File: config.mk
export PLATFORM = sky130hd
export DESIGN_NAME = modbus_rtu_frame_receiver
export DESIGN_NICKNAME = d
export VERILOG_FILES = /design/src/rtl/core/mrx_pkg.sv /design/src/rtl/core/mrx_front.sv /design/src/rtl/core/mrx_queue.sv /design/src/rtl/core/mrx_back.sv /design/src/rtl/core/modbus_rtu_frame_receiver.sv
export SDC_FILE = /design/constraint.sdc
export NUM_CORES = 1
export LEC_CHECK = 0
export ABC_AREA = 1
export BUFFER_PORTS_ARGS = -buffer_cell sky130_fd_sc_hd__buf_4
export CELL_PAD_IN_SITES_DETAIL_PLACEMENT = 0
export CELL_PAD_IN_SITES_GLOBAL_PLACEMENT = 1
export CORE_MARGIN = 3
export CORE_UTILIZATION = 45
export CTS_BUF_LIST = sky130_fd_sc_hd__clkbuf_16
export DETAILED_ROUTE_END_ITERATION = 7
export GPL_ROUTABILITY_DRIVEN = 0
export PLACE_DENSITY = 0.76
export REMOVE_ABC_BUFFERS = 1
export SLEW_MARGIN = 20
export SYNTH_ARGS = -nofsm -noshare
export SYNTH_HDL_FRONTEND = slang
export SYNTH_SLANG_ARGS = --single-unit
File: constraint.sdc
create_clock -name clk -period 3.3 [get_ports clk]
set_input_delay 0.66 -clock clk [delete_from_list [all_inputs] [get_ports clk]]
set_output_delay 0.66 -clock clk [all_outputs]
set_load 0.005 [all_outputs]
File: src/rtl/core/mrx_pkg.sv
// Shared types, codes and the CRC-16 byte update for the Modbus RTU receiver.
// No dependencies; every other file in rtl/core imports this package.
`default_nettype none

package mrx_pkg;

  localparam int BUF_BYTES = 256;                     // bytes kept per frame
  localparam int CNT_W     = $clog2(BUF_BYTES + 1);   // frame byte counter
  localparam int QDEPTH    = 4;                       // command queue, power of two
  localparam int QPTR_W    = $clog2(QDEPTH);
  localparam int QCNT_W    = $clog2(QDEPTH + 1);

  localparam logic [15:0] CRC_INIT = 16'hFFFF;
  localparam logic [15:0] CRC_POLY = 16'hA001;
  localparam logic [7:0]  MAX_PDU_RESET = 8'd252;

  // input request kinds
  localparam logic KIND_BYTE    = 1'b0;
  localparam logic KIND_TIMEOUT = 1'b1;

  // queue command ops
  localparam logic OP_BYTE = 1'b0;
  localparam logic OP_END  = 1'b1;

  // byte position classes within a frame
  localparam logic [1:0] POS_ADDR = 2'd0;
  localparam logic [1:0] POS_FUNC = 2'd1;
  localparam logic [1:0] POS_HOLD = 2'd2;  // third and fourth byte
  localparam logic [1:0] POS_DATA = 2'd3;  // fifth byte onward

  // result kinds
  localparam logic [1:0] RK_DATA   = 2'd0;
  localparam logic [1:0] RK_GOOD   = 2'd1;
  localparam logic [1:0] RK_BADCRC = 2'd2;
  localparam logic [1:0] RK_TOOBIG = 2'd3;

  typedef struct packed {
    logic       op;
    logic [7:0] data;
    logic [1:0] pos;
    logic       report;  // end of a frame of four bytes or more
    logic [7:0] len;
  } cmd_t;

  typedef struct packed {
    logic              full;
    logic              empty;
    logic [QCNT_W-1:0] count;
  } qstat_t;

  function automatic logic [15:0] crc_feed(input logic [15:0] crc, input logic [7:0] b);
    logic [15:0] c;
    c = crc ^ {8'h00, b};
    for (int i = 0; i < 8; i++) begin
      c = c[0] ? ((c >> 1) ^ CRC_POLY) : (c >> 1);
    end
    return c;
  endfunction

endpackage

`default_nettype wire

File: src/rtl/core/mrx_front.sv
// Front end: accepts requests, tracks frame position and turns each request,
// but for bytes past the buffer, into a queue command. Depends on mrx_pkg.
`default_nettype none

module mrx_front (
  input  wire logic        clk,
  input  wire logic        rst,
  input  wire logic        in_valid,
  output logic             in_ready,
  input  wire logic        in_kind,
  input  wire logic [7:0]  in_byte,
  input  wire logic        q_full,
  output logic             push,
  output mrx_pkg::cmd_t    cmd
);
  import mrx_pkg::*;

  logic [CNT_W-1:0] byte_count;
  logic [CNT_W-1:0] byte_count_next;
  logic             accept;
  logic             buf_full;

  assign in_ready = !q_full;
  assign accept   = in_valid && in_ready;
  assign buf_full = (byte_count >= CNT_W'(BUF_BYTES));

  // bytes past the buffer are swallowed without a command
  assign push = accept && !((in_kind == KIND_BYTE) && buf_full);

  always_comb begin
    cmd.op     = (in_kind == KIND_TIMEOUT) ? OP_END : OP_BYTE;
    cmd.data   = in_byte;
    cmd.report = (byte_count >= CNT_W'(4));
    cmd.len    = 8'(byte_count - CNT_W'(4));
    if (byte_count == CNT_W'(0)) begin
      cmd.pos = POS_ADDR;
    end else if (byte_count == CNT_W'(1)) begin
      cmd.pos = POS_FUNC;
    end else if (byte_count < CNT_W'(4)) begin
      cmd.pos = POS_HOLD;
    end else begin
      cmd.pos = POS_DATA;
    end
  end

  always_comb begin
    byte_count_next = byte_count;
    if (accept) begin
      if (in_kind == KIND_TIMEOUT) begin
        byte_count_next = '0;
      end else if (!buf_full) begin
        byte_count_next = byte_count + CNT_W'(1);
      end
    end
  end

  always_ff @(posedge clk) begin
    if (rst) begin
      byte_count <= '0;
    end else begin
      byte_count <= byte_count_next;
    end
  end

endmodule

`default_nettype wire

File: src/rtl/core/mrx_queue.sv
// Short command queue between the front end and the frame engine.
// Depends on mrx_pkg.
`default_nettype none

module mrx_queue (
  input  wire logic           clk,
  input  wire logic           rst,
  input  wire logic           push,
  input  wire mrx_pkg::cmd_t  push_cmd,
  input  wire logic           pop,
  output mrx_pkg::cmd_t       head,
  output mrx_pkg::qstat_t     stat
);
  import mrx_pkg::*;

  cmd_t              slots [QDEPTH];
  logic [QPTR_W-1:0] wr_ptr;
  logic [QPTR_W-1:0] rd_ptr;
  logic [QCNT_W-1:0] count;

  assign head       = slots[rd_ptr];
  assign stat.full  = (count == QCNT_W'(QDEPTH));
  assign stat.empty = (count == '0);
  assign stat.count = count;

  always_ff @(posedge clk) begin
    if (push) begin
      slots[wr_ptr] <= push_cmd;
    end
  end

  always_ff @(posedge clk) begin
    if (rst) begin
      wr_ptr <= '0;
      rd_ptr <= '0;
      count  <= '0;
    end else begin
      if (push) begin
        wr_ptr <= wr_ptr + QPTR_W'(1);
      end
      if (pop) begin
        rd_ptr <= rd_ptr + QPTR_W'(1);
      end
      if (push && !pop) begin
        count <= count + QCNT_W'(1);
      end else if (pop && !push) begin
        count <= count - QCNT_W'(1);
      end
    end
  end

endmodule

`default_nettype wire

File: src/rtl/core/mrx_back.sv
// Frame engine: runs the CRC, holds back the last two bytes, decides the
// frame status and owns the output register. Depends on mrx_pkg.
`default_nettype none

module mrx_back (
  input  wire logic           clk,
  input  wire logic           rst,
  input  wire logic           cfg_we,
  input  wire logic [7:0]     cfg_wdata,
  input  wire logic           q_empty,
  input  wire mrx_pkg::cmd_t  cmd,
  output logic                pop,
  output logic                out_valid,
  input  wire logic           out_ready,
  output logic [1:0]          out_kind,
  output logic [31:0]         out_data
);
  import mrx_pkg::*;

  logic [7:0]  max_pdu_data;
  logic [15:0] running_crc;
  logic [15:0] held_bytes;
  logic [7:0]  frame_address;
  logic [7:0]  frame_function;

  logic        emit;
  logic [1:0]  res_kind;
  logic [31:0] res_data;
  logic [15:0] rx_crc;
  logic [7:0]  older;

  assign pop   = !q_empty && (!out_valid || out_ready);
  assign older = held_bytes[15:8];
  assign rx_crc = {held_bytes[7:0], held_bytes[15:8]};  // low byte arrives first

  always_comb begin
    emit     = 1'b0;
    res_kind = RK_DATA;
    res_data = '0;
    unique case (cmd.op)
      OP_BYTE: begin
        if (cmd.pos == POS_DATA) begin
          emit     = 1'b1;
          res_data = {24'h0, older};
        end
      end
      OP_END: begin
        emit = cmd.report;
        if (rx_crc != running_crc) begin
          res_kind = RK_BADCRC;
        end else if (cmd.len > max_pdu_data) begin
          res_kind = RK_TOOBIG;
        end else begin
          res_kind = RK_GOOD;
        end
        res_data = {cmd.len, frame_function, frame_address, 8'h00};
      end
      default: begin
        emit = 1'b0;
      end
    endcase
  end

  always_ff @(posedge clk) begin
    if (rst) begin
      max_pdu_data <= MAX_PDU_RESET;
    end else if (cfg_we) begin
      max_pdu_data <= cfg_wdata;
    end
  end

  always_ff @(posedge clk) begin
    if (rst) begin
      running_crc    <= CRC_INIT;
      held_bytes     <= '0;
      frame_address  <= '0;
      frame_function <= '0;
    end else if (pop) begin
      if (cmd.op == OP_END) begin
        running_crc    <= CRC_INIT;
        held_bytes     <= '0;
        frame_address  <= '0;
        frame_function <= '0;
      end else begin
        if (cmd.pos == POS_ADDR) begin
          frame_address <= cmd.data;
        end
        if (cmd.pos == POS_FUNC) begin
          frame_function <= cmd.data;
        end
        if (cmd.pos == POS_HOLD || cmd.pos == POS_DATA) begin
          running_crc <= crc_feed(running_crc, older);
        end
        held_bytes <= {held_bytes[7:0], cmd.data};
      end
    end
  end

  always_ff @(posedge clk) begin
    if (rst) begin
      out_valid <= 1'b0;
    end else if (pop && emit) begin
      out_valid <= 1'b1;
    end else if (out_ready) begin
      out_valid <= 1'b0;
    end
  end

  always_ff @(posedge clk) begin
    if (pop && emit) begin
      out_kind <= res_kind;
      out_data <= res_data;
    end
  end

endmodule

`default_nettype wire

File: src/rtl/core/modbus_rtu_frame_receiver.sv
// Top level of the Modbus RTU frame receiver with CRC-16 frame check.
// Depends on mrx_pkg, mrx_front, mrx_queue and mrx_back.
//
//  channel  | dir | tdata                                   | tuser
//  ---------+-----+-----------------------------------------+-------------------
//  s_axis   | in  | [7:0] rx_byte                           | [0] kind
//  m_axis   | out | [7:0] data_byte [15:8] slave_address     | [1:0] result_kind
//           |     | [23:16] function_code [31:24] data_length|
//  cfg      | in  | cfg_wdata = max_pdu_data, write on cfg_we|
//
// One request per cycle in while s_axis_tready is high, one result per cycle out while
// m_axis_tready is high; a result passes the queue slot and then the output register.
// The four-entry command queue lets the front keep accepting while the
// output stalls; s_axis_tready drops only when that queue is full.
// Reset (rst, synchronous) clears the frame state and sets max_pdu_data to 252.
`default_nettype none

module modbus_rtu_frame_receiver (
  input  wire logic        clk,
  input  wire logic        rst,
  input  wire logic        s_axis_tvalid,
  output logic             s_axis_tready,
  input  wire logic [7:0]  s_axis_tdata,   // [7:0] rx_byte
  input  wire logic [0:0]  s_axis_tuser,   // [0] kind
  output logic             m_axis_tvalid,
  input  wire logic        m_axis_tready,
  output logic [31:0]      m_axis_tdata,   // data_byte, slave_address, function_code, data_length
  output logic [1:0]       m_axis_tuser,   // [1:0] result_kind
  input  wire logic        cfg_we,
  input  wire logic [7:0]  cfg_wdata
);
  import mrx_pkg::*;

  logic   push;
  logic   pop;
  cmd_t   front_cmd;
  cmd_t   head_cmd;
  qstat_t q_stat;

  mrx_front u_front (
    .clk      (clk),
    .rst      (rst),
    .in_valid (s_axis_tvalid),
    .in_ready (s_axis_tready),
    .in_kind  (s_axis_tuser[0]),
    .in_byte  (s_axis_tdata),
    .q_full   (q_stat.full),
    .push     (push),
    .cmd      (front_cmd)
  );

  mrx_queue u_queue (
    .clk      (clk),
    .rst      (rst),
    .push     (push),
    .push_cmd (front_cmd),
    .pop      (pop),
    .head     (head_cmd),
    .stat     (q_stat)
  );

  mrx_back u_back (
    .clk       (clk),
    .rst       (rst),
    .cfg_we    (cfg_we),
    .cfg_wdata (cfg_wdata),
    .q_empty   (q_stat.empty),
    .cmd       (head_cmd),
    .pop       (pop),
    .out_valid (m_axis_tvalid),
    .out_ready (m_axis_tready),
    .out_kind  (m_axis_tuser),
    .out_data  (m_axis_tdata)
  );

  a_no_overflow: assert property (@(posedge clk) disable iff (rst)
    q_stat.full |-> !push)
    else $error("command queue overflow");

  a_pop_nonempty: assert property (@(posedge clk) disable iff (rst)
    pop |-> !q_stat.empty)
    else $error("pop from empty command queue");

  a_status_out: assert property (@(posedge clk) disable iff (rst)
    (pop && head_cmd.op == OP_END && head_cmd.report) |=>
      (m_axis_tvalid && m_axis_tuser != RK_DATA))
    else $error("frame status not presented");

  a_data_clean: assert property (@(posedge clk) disable iff (rst)
    (m_axis_tvalid && m_axis_tuser == RK_DATA) |-> (m_axis_tdata[31:8] == 24'h0))
    else $error("data result carries frame fields");

endmodule

`default_nettype wire
==> summary.md, run 1 <==
| Metric | Value |
|---|---|
| Status | `complete, no violations` |
| Initial antenna violation count | `0` |
| Clk root buf | `clkbuf_16` |
| Synth cell types | `41` |
| Hold Crit Class | `in -> reg` |
| Post-Synthesis Cells | `782` |
| Max Slew Vio Count | `0` |
| Rel. slew slack | `0.530` |
| DP HPWL | `11.5 mm` |
| Net Sw Power | `3580 uW` |
| Drt pass-1 iters | `7` |
| Switching share of power | `0.397` |
| Total I/O pin count | `between 50 and 60` |
| Worst EP arrival | `between 2 and 3 ns` |
| Tcrit/Tclk final | `0.722` |
| Drt wl/cell | `between 15 and 20 um` |
| Mapped Area | `0.00811 sq mm` |
| Layout cells sized above 1 | `0.175` |
| DR vias/cell | `just over 5` |
| Vias post-DR | `between 5000 and 6000` |
| Vias in the first global route | `5530` |
| Tot GR Track Use | `0.177` |
| Total CTS buffers | `17` |
| Clock network fraction of total power | `0.208` |
| Crit start category | `flop` |
| Setup CP Type | `reg -> reg` |
| Clock Tree Buf Depth | `2` |
| Fmax | `0.420 GHz` |
| Filler Cells Inserted | `1551` |
| Worst EP required | `between 3 and 4 ns` |
| Count of final setup violators | `0` |
| Chip height | `140 um` |
| Hold WS | `0.422 ns` |
| Peak VDD IR | `between 0.5 and 0.6 mV` |
| First-pass GRT wire length | `around 27 mm` |
| Rows | `48` |
| Syn avg cell area | `about 10 sq um` |
| Routed Antenna Nets | `0` |
| Logic pwr share | `0.411` |
| Layout area overhead | `14.4%` |
| Die area | `just under 0.02 sq mm` |
| Crit-path max FO | `40` |
| Total grt overflow | `0` |
| Number of flops mapped to enable cells by yosys | `114` |
| Dpl cell area | `0.00874 sq mm` |
| Post-cts sizing count | `0` |
| FFs w/ async S/R, synth | `0` |
| Sequential power share | `0.382` |
| Hold-fix buffers, CTS | `0` |
| H-tree depth | `4` |
| RSZ-0062 raised after global routing | `false` |
| Fin area | `0.00928 sq mm` |
| Final min period | `2.38 ns` |
| Cell Pwr Density | `974 mW/mm^2` |
| Final TNS setup | `0 ns` |
| Finished Layout Cells | `1078` |
| Number of clock sinks | `189` |
| Buffers on Ports | `57` |
| Drt drc | `0` |
| Hold Vio Cnt, Final | `0` |
| Postcts setup bufs | `0` |
| Post-synth top flop | `edfxtp_1` |
| LEAKAGE | `~0.0036 uW` |
| Final Skew | `about 0.0093 ns` |
| Synth Register Bits | `189` |
| WL final | `17.0 mm` |
| Pint | `5450 uW` |
| Max Cap Viol | `0` |
| Initial Util | `0.464` |
| Crit. End Element | `flop` |
| Sequential element share of the synthesized area | `0.608` |
| Initial DRC Count | `320` |
| Post-layout nets | `886` |
| Largest net degree at the start of global routing | `between 40 and 50` |
| CTS clk-pin slew, worst paths | `0.07 ns` |
| Worst-Skew Late Latency | `~0.43 ns` |
| Worst-Margin Slew | `between 0.7 and 0.8 ns` |
| Core box area | `0.0175 sq mm` |
| CTS tree | `built` |
| Synth warnings | `0` |
| Antenna Diode Count | `0` |
| Overall power | `9030 uW` |
| Width of the chip | `140 um` |
| Inst Count DP | `1046` |
==> cells in the mapped netlist, types with 7 or more instances <==
master / number / share of area
a21oi_1: 66 / 0.041
edfxtp_1: 114 / 0.42
a211oi_1: 10 / 0.0093
inv_2: 7 / 0.0032
nor3_1: 8 / 0.0049
o21ai_0: 56 / 0.035
xnor2_1: 8 / 0.0086
inv_1: 80 / 0.037
nand2_1: 114 / 0.053
ha_1: 23 / 0.036
nand2_2: 8 / 0.0062
nor2_1: 87 / 0.040
xor2_1: 15 / 0.016
o22ai_1: 16 / 0.012
nand3_1: 16 / 0.0099
dfxtp_1: 75 / 0.19
buf_2: 12 / 0.0074
clkbuf_1: 11 / 0.0051
==> worst max-delay path, stage by stage, from the launching register on <==
cell      delay (ns)
dfxtp_1         0.32
inv_2           0.51
nor2_1          0.08
nor2_1          0.10
o21ai_0         0.11
nand2_1         0.14
ha_1            0.27
a21oi_1         0.18
o21a_1          0.15
o221ai_1        0.09
o21ai_0         0.09
a21oi_1         0.08
==> placed cells by master (no fill, tap or decap), drive strengths merged, types with 3 or more instances in the layout <==
cell | Yosys | final
o22ai | 22 | 22
a211oi | 10 | 10
clkbuf | 11 | 17
xnor2 | 8 | 8
a21oi | 74 | 74
dfxtp | 75 | 75
nor2 | 88 | 88
clkinvlp | 0 | 3
ha | 23 | 23
xor2 | 15 | 15
nand3 | 22 | 22
edfxtp | 114 | 114
inv | 88 | 95
nor3 | 10 | 10
buf | 21 | 71
nand2 | 124 | 124
o21ai | 63 | 63
clkinv | 0 | 5
==> metal layers <==
metal / GRT usage / part of all wire / up-vias
li1: - / - / 2772
met3: 0.0345 / 0.038 / 27
met5: 0 / 0 / -
met2: 0.321 / 0.52 / 113
met4: 0.0648 / 0.020 / 0
met1: 0.209 / 0.42 / 2636
==> sequential cells by signal, indices dropped and copies added, names as in the netlist, named ones only <==
signal and flops:
u_back.frame_address 8, u_back.frame_function 8, u_back.held_bytes 16, u_back.max_pdu_data 8, u_back.out_data 32, u_back.out_kind 2
u_back.out_valid 1, u_back.running_crc 16, u_front.byte_count 9, u_queue.count 3, u_queue.rd_ptr 2, u_queue.slots 80
u_queue.wr_ptr 2
==> power by group through the flow <==
stage          Clock [uW]  Sequential (uW)  Combinational (uW)
2_1_floorplan           0             3530                2380
3_3_place_gp            0             3490                3660
3_5_place_dp            0             3510                3740
4_1_cts              1920             3460                3760
5_1_grt              2010             3500                4180
6_report             1880             3450                3710
==> metrics by stage <==
| stage | setup WS (ns) | utilization |
|---|---|---|
| global route | 0.709 | 0.531 |
| detailed placement | 0.812 | 0.500 |
| global placement | 0.844 | 0.500 |
| floorplan | -0.239 | - |
| CTS | 0.921 | 0.531 |
| finish | 0.918 | 0.531 |
==> worst paths after layout <==
kind                            cells past startpoint                    start                      end  slack, ns
worst min register to register                      2  u_back.frame_address[7]  u_back.frame_address[7]       0.45
worst max register to register                     11                     flop       u_back.out_kind[1]       0.92
worst min-delay path                                1          s_axis_tdata[1]     u_queue.slots[0][12]       0.42
worst max-delay path                               11                     flop       u_back.out_kind[1]       0.92
==> kinds of logic after synthesis <==
| kind of cell | count (synthesis) | synth area share |
|---|---|---|
| AOI/OAI and AO/OA | 176 | 0.133 |
| and+or+nand+nor | 250 | 0.133 |
| xor gates and xnor gates | 23 | 0.0249 |
| adders and majority gates | 24 | 0.0380 |
| DFF | 189 | 0.608 |
| buffers and inverters | 120 | 0.0642 |
==> area by class of cell <==
cell class,count,area [sq um],share of cell area
Sequential cell,189,4920,0.531
Multi-Input combinational cell,473,2670,0.288
Clock buffer,17,425,0.0459
Timing Repair Buffer,71,533,0.0575
Clock inverter,15,111,0.0120
Tap cell,225,282,0.0303
Inverter,88,333,0.0359
Power figures use the tool's default switching activity.
==> run 2: changes to the inputs <==
clock period = 2.3 ns   (was 3.3 ns; I/O delays follow)
==> summary.md, run 2 (synthesis results as in run 1) <==
| Metric | Value |
|---|---|
| DR vias/cell | `5.13 (was 5.15)` |
| Post-layout nets | `896 (was 886)` |
| Vias post-DR | `5579 (was 5548)` |
| Crit. End Element | `flop (unchanged)` |
| Final Skew | `0.0118 ns (was 0.00927 ns)` |
| Worst EP required | `2.58 ns (was 3.47 ns)` |
| Layout area overhead | `16.0% (was 14.4%)` |
| Max Cap Viol | `0 (unchanged)` |
| Width of the chip | `140 um (unchanged)` |
| Critical path capture point | `u_back.out_kind[1] (unchanged)` |
| Setup CP Type | `reg -> reg (unchanged)` |
| Most flops, register | `u_queue.slots (unchanged)` |
| Hold Vio Cnt, Final | `0 (unchanged)` |
| CTS clk-pin slew, worst paths | `0.07 ns (about the same)` |
| CTS tree | `built (unchanged)` |
| Peak VDD IR | `0.751 mV (was 0.547 mV)` |
| Count of final setup violators | `0 (unchanged)` |
| R2R cell count | `9 (was 11)` |
| Core box area | `0.0175 sq mm (unchanged)` |
| Worst-Skew Late Latency | `0.43 ns (about the same)` |
| Critical path's slowest cell | `dfxtp_1 (was inv_2)` |
| Drt wl/cell | `15.9 um (was 15.8 um)` |
| Clk root buf | `clkbuf_16 (unchanged)` |
| Rows | `48 (unchanged)` |
| Drt drc | `0 (unchanged)` |
| Hold Crit Class | `in -> reg (unchanged)` |
| Final min period | `2.12 ns (was 2.38 ns)` |
| Total CTS buffers | `17 (unchanged)` |
| Worst setup margin | `0.176 ns (was 0.918 ns)` |
| Most frequent cells in the layout | `nand2_1 (114), edfxtp_1 (114), nor2_1 (87) (unchanged)` |
| Tot GR Track Use | `0.180 (was 0.177)` |
| Rel. slew slack | `0.616 (was 0.530)` |
| Crit start category | `flop (unchanged)` |
| Stages on the worst setup path | `9 (was 11)` |
| Number of flip-flops in the largest register | `80 (unchanged)` |
| Chip height | `140 um (unchanged)` |
| H-tree depth | `4 (unchanged)` |
| Layout cells sized above 1 | `0.182 (was 0.175)` |
| Total grt overflow | `0 (unchanged)` |
| RSZ-0062 raised after global routing | `false (unchanged)` |
| Initial DRC Count | `350 (was 320)` |
| Antenna Diode Count | `0 (unchanged)` |
| R2R setup slack | `0.18 ns (was 0.92 ns)` |
| Crit-path max FO | `19 (was 40)` |
| Tcrit/Tclk final | `0.923 (was 0.722)` |
| LEAKAGE | `0.00365 uW (was 0.00358 uW)` |
| Max stage delay on crit path | `0.37 ns (was 0.51 ns)` |
| Worst-Margin Slew | `0.571 ns (was 0.704 ns)` |
| First-pass GRT wire length | `28.0 mm (was 27.5 mm)` |
| Fmax | `0.471 GHz (was 0.420 GHz)` |
| Initial Util | `0.464 (unchanged)` |
| Die area | `0.0197 sq mm (unchanged)` |
| Vias in the first global route | `5592 (was 5530)` |
| Buffers on Ports | `57 (unchanged)` |
| Initial antenna violation count | `0 (unchanged)` |
| Largest net degree at the start of global routing | `29 (was 41)` |
| DP HPWL | `11.9 mm (was 11.5 mm)` |
| Pre-CTS setup slack | `0.159 ns (was 0.812 ns)` |
| Status | `complete, no violations (unchanged)` |
| Largest regs | `u_queue.slots: 80 flops, u_back.out_data: 32 flops (unchanged)` |
| Number of clock sinks | `189 (unchanged)` |
| Worst EP arrival | `2.40 ns (was 2.56 ns)` |
| WL final | `17.3 mm (was 17.0 mm)` |
| Final core occ | `0.538 (was 0.531)` |
| FF-to-FF End | `u_back.out_kind[1] (unchanged)` |
| Dpl cell area | `0.00885 sq mm (was 0.00874 sq mm)` |
| Drt pass-1 iters | `5 (was 7)` |
| Max Slew Vio Count | `0 (unchanged)` |
| Crit-path cells | `inv_2 -> o21ai_0 -> nand2_1 -> ha_1 -> nand2_1 -> o21a_1 -> o221ai_1 -> o21ai_0 -> a21oi_1 (was inv_2 -> nor2_1 -> nor2_1 -> o21ai_0 -> nand2_1 -> ha_1 -> a21oi_1 -> o21a_1 -> o221ai_1 -> o21ai_0 -> a21oi_1)` |
| Postcts setup bufs | `0 (unchanged)` |
| WP buf/inv | `1 (unchanged)` |
| Routed Antenna Nets | `0 (unchanged)` |
| Cell Pwr Density | `1400 mW/mm^2 (was 974 mW/mm^2)` |
| Delay-heaviest family, CP | `compound AO/OA/AOI/OAI gates (unchanged)` |
| Hold WS | `0.231 ns (was 0.422 ns)` |
| Fin area | `0.00940 sq mm (was 0.00928 sq mm)` |
| Total I/O pin count | `58 (unchanged)` |
| Clock Tree Buf Depth | `2 (unchanged)` |
## run 2: cell types whose count changed in the layout (fill, tap and decap cells not counted)
| cell | change |
|---|---|
| buf_12 | +3 |
| buf_4 | +7 |
| inv_1 | +1 |
| inv_8 | +1 |
| clkinv_4 | +3 |
| o21ai_1 | +1 |
| clkinv_1 | +1 |
| o21ai_0 | -1 |
| bufinv_16 | +1 |
| clkinvlp_4 | -1 |
| inv_6 | -6 |
## run 2: per-layer routing
metal,vias up,share of wire,track usage
li1,2790,-,-
met1,2653,0.44,0.221
met2,114,0.50,0.314
met3,22,0.037,0.0406
met4,0,0.020,0.0586
met5,-,0,0
## run 2: worst reg2reg max path, delay by kind of cell, from the launching register on
kind	cells	cell delay, ns
AO/OA/AOI/OAI	5	0.90
flip-flops	1	0.37
adder cells (fa/ha/maj)	1	0.33
AND/OR/NAND/NOR	2	0.22
buffers and inverters	1	0.16
## run 2: worst min-delay path by stage
stage,from,end,slack (ns),cells after the start
after floorplan,u_back.frame_address[0],u_back.frame_address[0],0.43,2
after global placement,u_back.frame_address[0],u_back.frame_address[0],0.44,2
after detailed placement,u_back.frame_address[0],u_back.frame_address[0],0.45,2
after CTS,s_axis_tdata[7],u_queue.slots[3][18],0.22,1
after global routing,s_axis_tdata[2],u_queue.slots[3][13],0.21,1
final,s_axis_tdata[2],u_queue.slots[0][13],0.23,1
## run 2: cell type report
| class | instances | area (sq um) |
|---|---|---|
| Sequential cell | 189 | 4920 |
| Clock buffer | 17 | 425 |
| Fill cell | 1570 | 8070 |
| Tap cell | 225 | 282 |
| Multi-Input combinational cell | 473 | 2670 |
| Timing Repair Buffer | 81 | 646 |
| Inverter | 88 | 333 |
| Clock inverter | 15 | 126 |
## run 2: power by group
group          internal [uW]  switching, uW
registers               4560            382
clock network           1490           1240
logic                   1990           3510
total                   8040           5130
## run 2: timing repair
| action | in CTS | in global routing |
|---|---|---|
| resized for setup | 0 | 1 |
| endpoints found under the setup margin | 0 | 1 |
| hold buffers | 0 | 0 |
## run 2: through the flow
stage                     cells  TNS (ns)  total power, uW
after floorplan             750    -49.51             8480
after global placement     1056         0            10400
after detailed placement   1056         0            10500
after CTS                  1088         0            13300
after global routing       1088         0            14100
final                      1088         0            13200
==> run 3: changes to the inputs <==
ABC_CLOCK_PERIOD_IN_PS = 2100   (was not set)
CORE_UTILIZATION = 40   (was 45)
PLACE_DENSITY = 0.68   (was 0.76)
clock period = 2.1 ns   (was 2.3 ns; I/O delays follow)
==> summary.md, run 3 (synthesis results as in run 1) <==
| Metric | Value |
|---|---|
| Crit-path max FO | `20 (was 19)` |
| DP HPWL | `12.3 mm (was 11.9 mm)` |
| Cell Pwr Density | `1530 mW/mm^2 (was 1400 mW/mm^2)` |
| Met3 WL | `528 um (was 642 um)` |
| CTS tree | `built (unchanged)` |
| Net Sw Power | `5630 uW (was 5130 uW)` |
| Logic pwr share | `0.423 (was 0.417)` |
| Worst setup margin | `0.107 ns (was 0.176 ns)` |
| Drt wl/cell | `15.4 um (was 15.9 um)` |
| Largest regs | `u_queue.slots: 80 flops, u_back.out_data: 32 flops (unchanged)` |
| Reg area | `0.00493 sq mm (was 0.00492 sq mm)` |
| Finished Layout Cells | `1131 (was 1088)` |
| R2R cell count | `12 (was 9)` |
| Setup CP Type | `reg -> reg (unchanged)` |
| Number of clock sinks | `189 (unchanged)` |
| Fin area | `0.00956 sq mm (was 0.00940 sq mm)` |
| Critical path capture point | `u_back.out_kind[1] (unchanged)` |
| Rel. slew slack | `0.621 (was 0.616)` |
| Number of flip-flops in the largest register | `80 (unchanged)` |
| Initial Util | `0.412 (was 0.464)` |
| Width of the chip | `148 um (was 140 um)` |
| Vias post-DR | `5488 (was 5579)` |
| Sequential power share | `0.375 (was 0.376)` |
| Final Skew | `0.00716 ns (was 0.0118 ns)` |
| Status | `complete, no violations (unchanged)` |
| Worst-Margin Slew | `0.563 ns (was 0.571 ns)` |
| Antenna Diode Count | `0 (unchanged)` |
| Initial antenna violation count | `0 (unchanged)` |
| Core box area | `0.0197 sq mm (was 0.0175 sq mm)` |
| Routed met2 length | `8.92 mm (was 8.70 mm)` |
| Clock Tree Buf Depth | `2 (unchanged)` |
| Tot GR Track Use | `0.163 (was 0.180)` |
| RSZ-0062 raised after global routing | `true (was false)` |
| Clock network fraction of total power | `0.203 (was 0.207)` |
| Crit. End Element | `flop (unchanged)` |
| Chip height | `148 um (was 140 um)` |
| Multi-input logic area | `0.00269 sq mm (was 0.00267 sq mm)` |
| Postcts setup bufs | `0 (unchanged)` |
| Uppermost layer routed | `met4 (unchanged)` |
| Total CTS buffers | `17 (unchanged)` |
| Layout cells sized above 1 | `0.195 (was 0.182)` |
| LEAKAGE | `0.00370 uW (was 0.00365 uW)` |
| Max Slew Vio Count | `0 (unchanged)` |
| Hold Vio Cnt, Final | `0 (unchanged)` |
| Initial DRC Count | `336 (was 350)` |
| H-tree depth | `4 (unchanged)` |
| Switching share of power | `0.386 (was 0.389)` |
| First-pass GRT wire length | `28.0 mm (about the same)` |
| Routed Antenna Nets | `0 (unchanged)` |
| Critical path's slowest cell | `dfxtp_2 (was dfxtp_1)` |
| Post-layout nets | `899 (was 896)` |
| Inst Count DP | `1099 (was 1056)` |
| Count of final setup violators | `0 (unchanged)` |
| Total grt overflow | `0 (unchanged)` |
| Clk root buf | `clkbuf_16 (unchanged)` |
| Total I/O pin count | `58 (unchanged)` |
| Most flops, register | `u_queue.slots (unchanged)` |
| Filler Cells Inserted | `1856 (was 1570)` |
| CTS clk-pin slew, worst paths | `0.07 ns (about the same)` |
| Worst EP required | `2.28 ns (was 2.58 ns)` |
| Tcrit/Tclk final | `0.949 (was 0.923)` |
| Layout area overhead | `18.0% (was 16.0%)` |
| R2R setup slack | `0.11 ns (was 0.18 ns)` |
| Final TNS setup | `0 ns (unchanged)` |
| Worst-Skew Late Latency | `0.43 ns (about the same)` |
| Vias in the first global route | `5419 (was 5592)` |
| Peak VDD IR | `0.816 mV (was 0.751 mV)` |
| Max Cap Viol | `0 (unchanged)` |
| Drt pass-1 iters | `7 (was 5)` |
| Crit start category | `flop (unchanged)` |
| Largest net degree at the start of global routing | `40 (was 29)` |
| Dpl cell area | `0.00899 sq mm (was 0.00885 sq mm)` |
| Final min period | `1.99 ns (was 2.12 ns)` |
| Pre-CTS setup slack | `-0.0199 ns (was 0.159 ns)` |
| Fmax | `0.502 GHz (was 0.471 GHz)` |
| WL final | `17.4 mm (was 17.3 mm)` |
| Worst EP arrival | `2.17 ns (was 2.40 ns)` |
| DR vias/cell | `4.85 (was 5.13)` |
| Buffers on Ports | `57 (unchanged)` |
| FF-to-FF End | `u_back.out_kind[1] (unchanged)` |
| Met1 wire length | `7.52 mm (was 7.58 mm)` |
| Most frequent cells in the layout | `nand2_1 (114), edfxtp_1 (114), nor2_1 (86) (was nand2_1 (114), edfxtp_1 (114), nor2_1 (87))` |
| Overall power | `14600 uW (was 13200 uW)` |
| Pint | `8950 uW (was 8040 uW)` |
| Die area | `0.0220 sq mm (was 0.0197 sq mm)` |
| Max stage delay on crit path | `0.35 ns (was 0.37 ns)` |
| Rows | `51 (was 48)` |
| Drt drc | `0 (unchanged)` |
| Hold Crit Class | `in -> reg (unchanged)` |
| Crit-path cells | `buf_12 -> nor2_1 -> nor2_1 -> o21ai_0 -> nand2_1 -> ha_1 -> nand2_1 -> inv_1 -> nand3_1 -> o221ai_1 -> o21ai_0 -> a21oi_1 (was inv_2 -> o21ai_0 -> nand2_1 -> ha_1 -> nand2_1 -> o21a_1 -> o221ai_1 -> o21ai_0 -> a21oi_1)` |
-- run 3: cell count changes in the layout (fill, tap and decap cells not counted), moves of 3 or more --
cell     before  now
buf_4        78   75
buf_12        3    8
dfxtp_2       0    3
o21ai_1       3    8
o21ai_0      55   50
dfxtp_1      75   72
-- run 3: worst min-delay path by stage --
stage | from | end | slack [ns] | depth (start not counted)
6_report | s_axis_tdata[3] | u_queue.slots[2][14] | 0.19 | 1
5_1_grt | s_axis_tdata[3] | u_queue.slots[0][14] | 0.18 | 1
4_1_cts | s_axis_tdata[3] | u_queue.slots[2][14] | 0.18 | 1
3_5_place_dp | u_back.frame_address[3] | u_back.frame_address[3] | 0.44 | 2
3_3_place_gp | u_back.frame_address[7] | u_back.frame_address[7] | 0.44 | 2
2_1_floorplan | u_back.frame_address[0] | u_back.frame_address[0] | 0.43 | 2
-- run 3: layout make-up --
cell class | count | share of cell area
clock buffer | 18 | 0.0471
clock inverter | 14 | 0.00955
inverter | 88 | 0.0351
multi-input combinational | 473 | 0.281
sequential | 189 | 0.516
tap | 265 | 0.0347
timing repair buffer | 84 | 0.0768
-- run 3: power groups by stage --
| stage | logic, uW | registers, uW | clock network [uW] |
|---|---|---|---|
| 2_1_floorplan | 3750 | 5550 | 0 |
| 3_5_place_dp | 6180 | 5530 | 0 |
| 6_report | 6170 | 5460 | 2950 |
| 4_1_cts | 6210 | 5460 | 3020 |
| 3_3_place_gp | 6080 | 5520 | 0 |
| 5_1_grt | 6900 | 5550 | 3200 |
-- run 3: per-layer routing --
layer,vias up,global-route usage
li1,2805,-
met1,2567,0.197
met2,90,0.285
met3,26,0.0299
met4,0,0.0707
met5,-,0
-- run 3: critical path, delay by kind of cell, from the launching register on --
kind	cells	cell delay, ns
fa+ha+maj	1	0.33
flops	1	0.35
buf+inv	2	0.21
simple gates	5	0.48
compound gates	4	0.38
-- run 3: through the flow --
| stage | hold slack, ns | utilization |
|---|---|---|
| 5_1_grt | 0.177 | 0.486 |
| 3_3_place_gp | 0.440 | 0.457 |
| 2_1_floorplan | 0.432 | - |
| 4_1_cts | 0.177 | 0.485 |
| 3_5_place_dp | 0.445 | 0.457 |
| 6_report | 0.194 | 0.486 |
-- run 3: timing repair --
action | 4_1_cts | 5_1_grt
pin swaps | 0 | 2
hold buffers | 0 | 0
resized for setup | 1 | 15
endpoints found under the hold margin | 0 | 0
setup endpoints to repair | 35 | 49
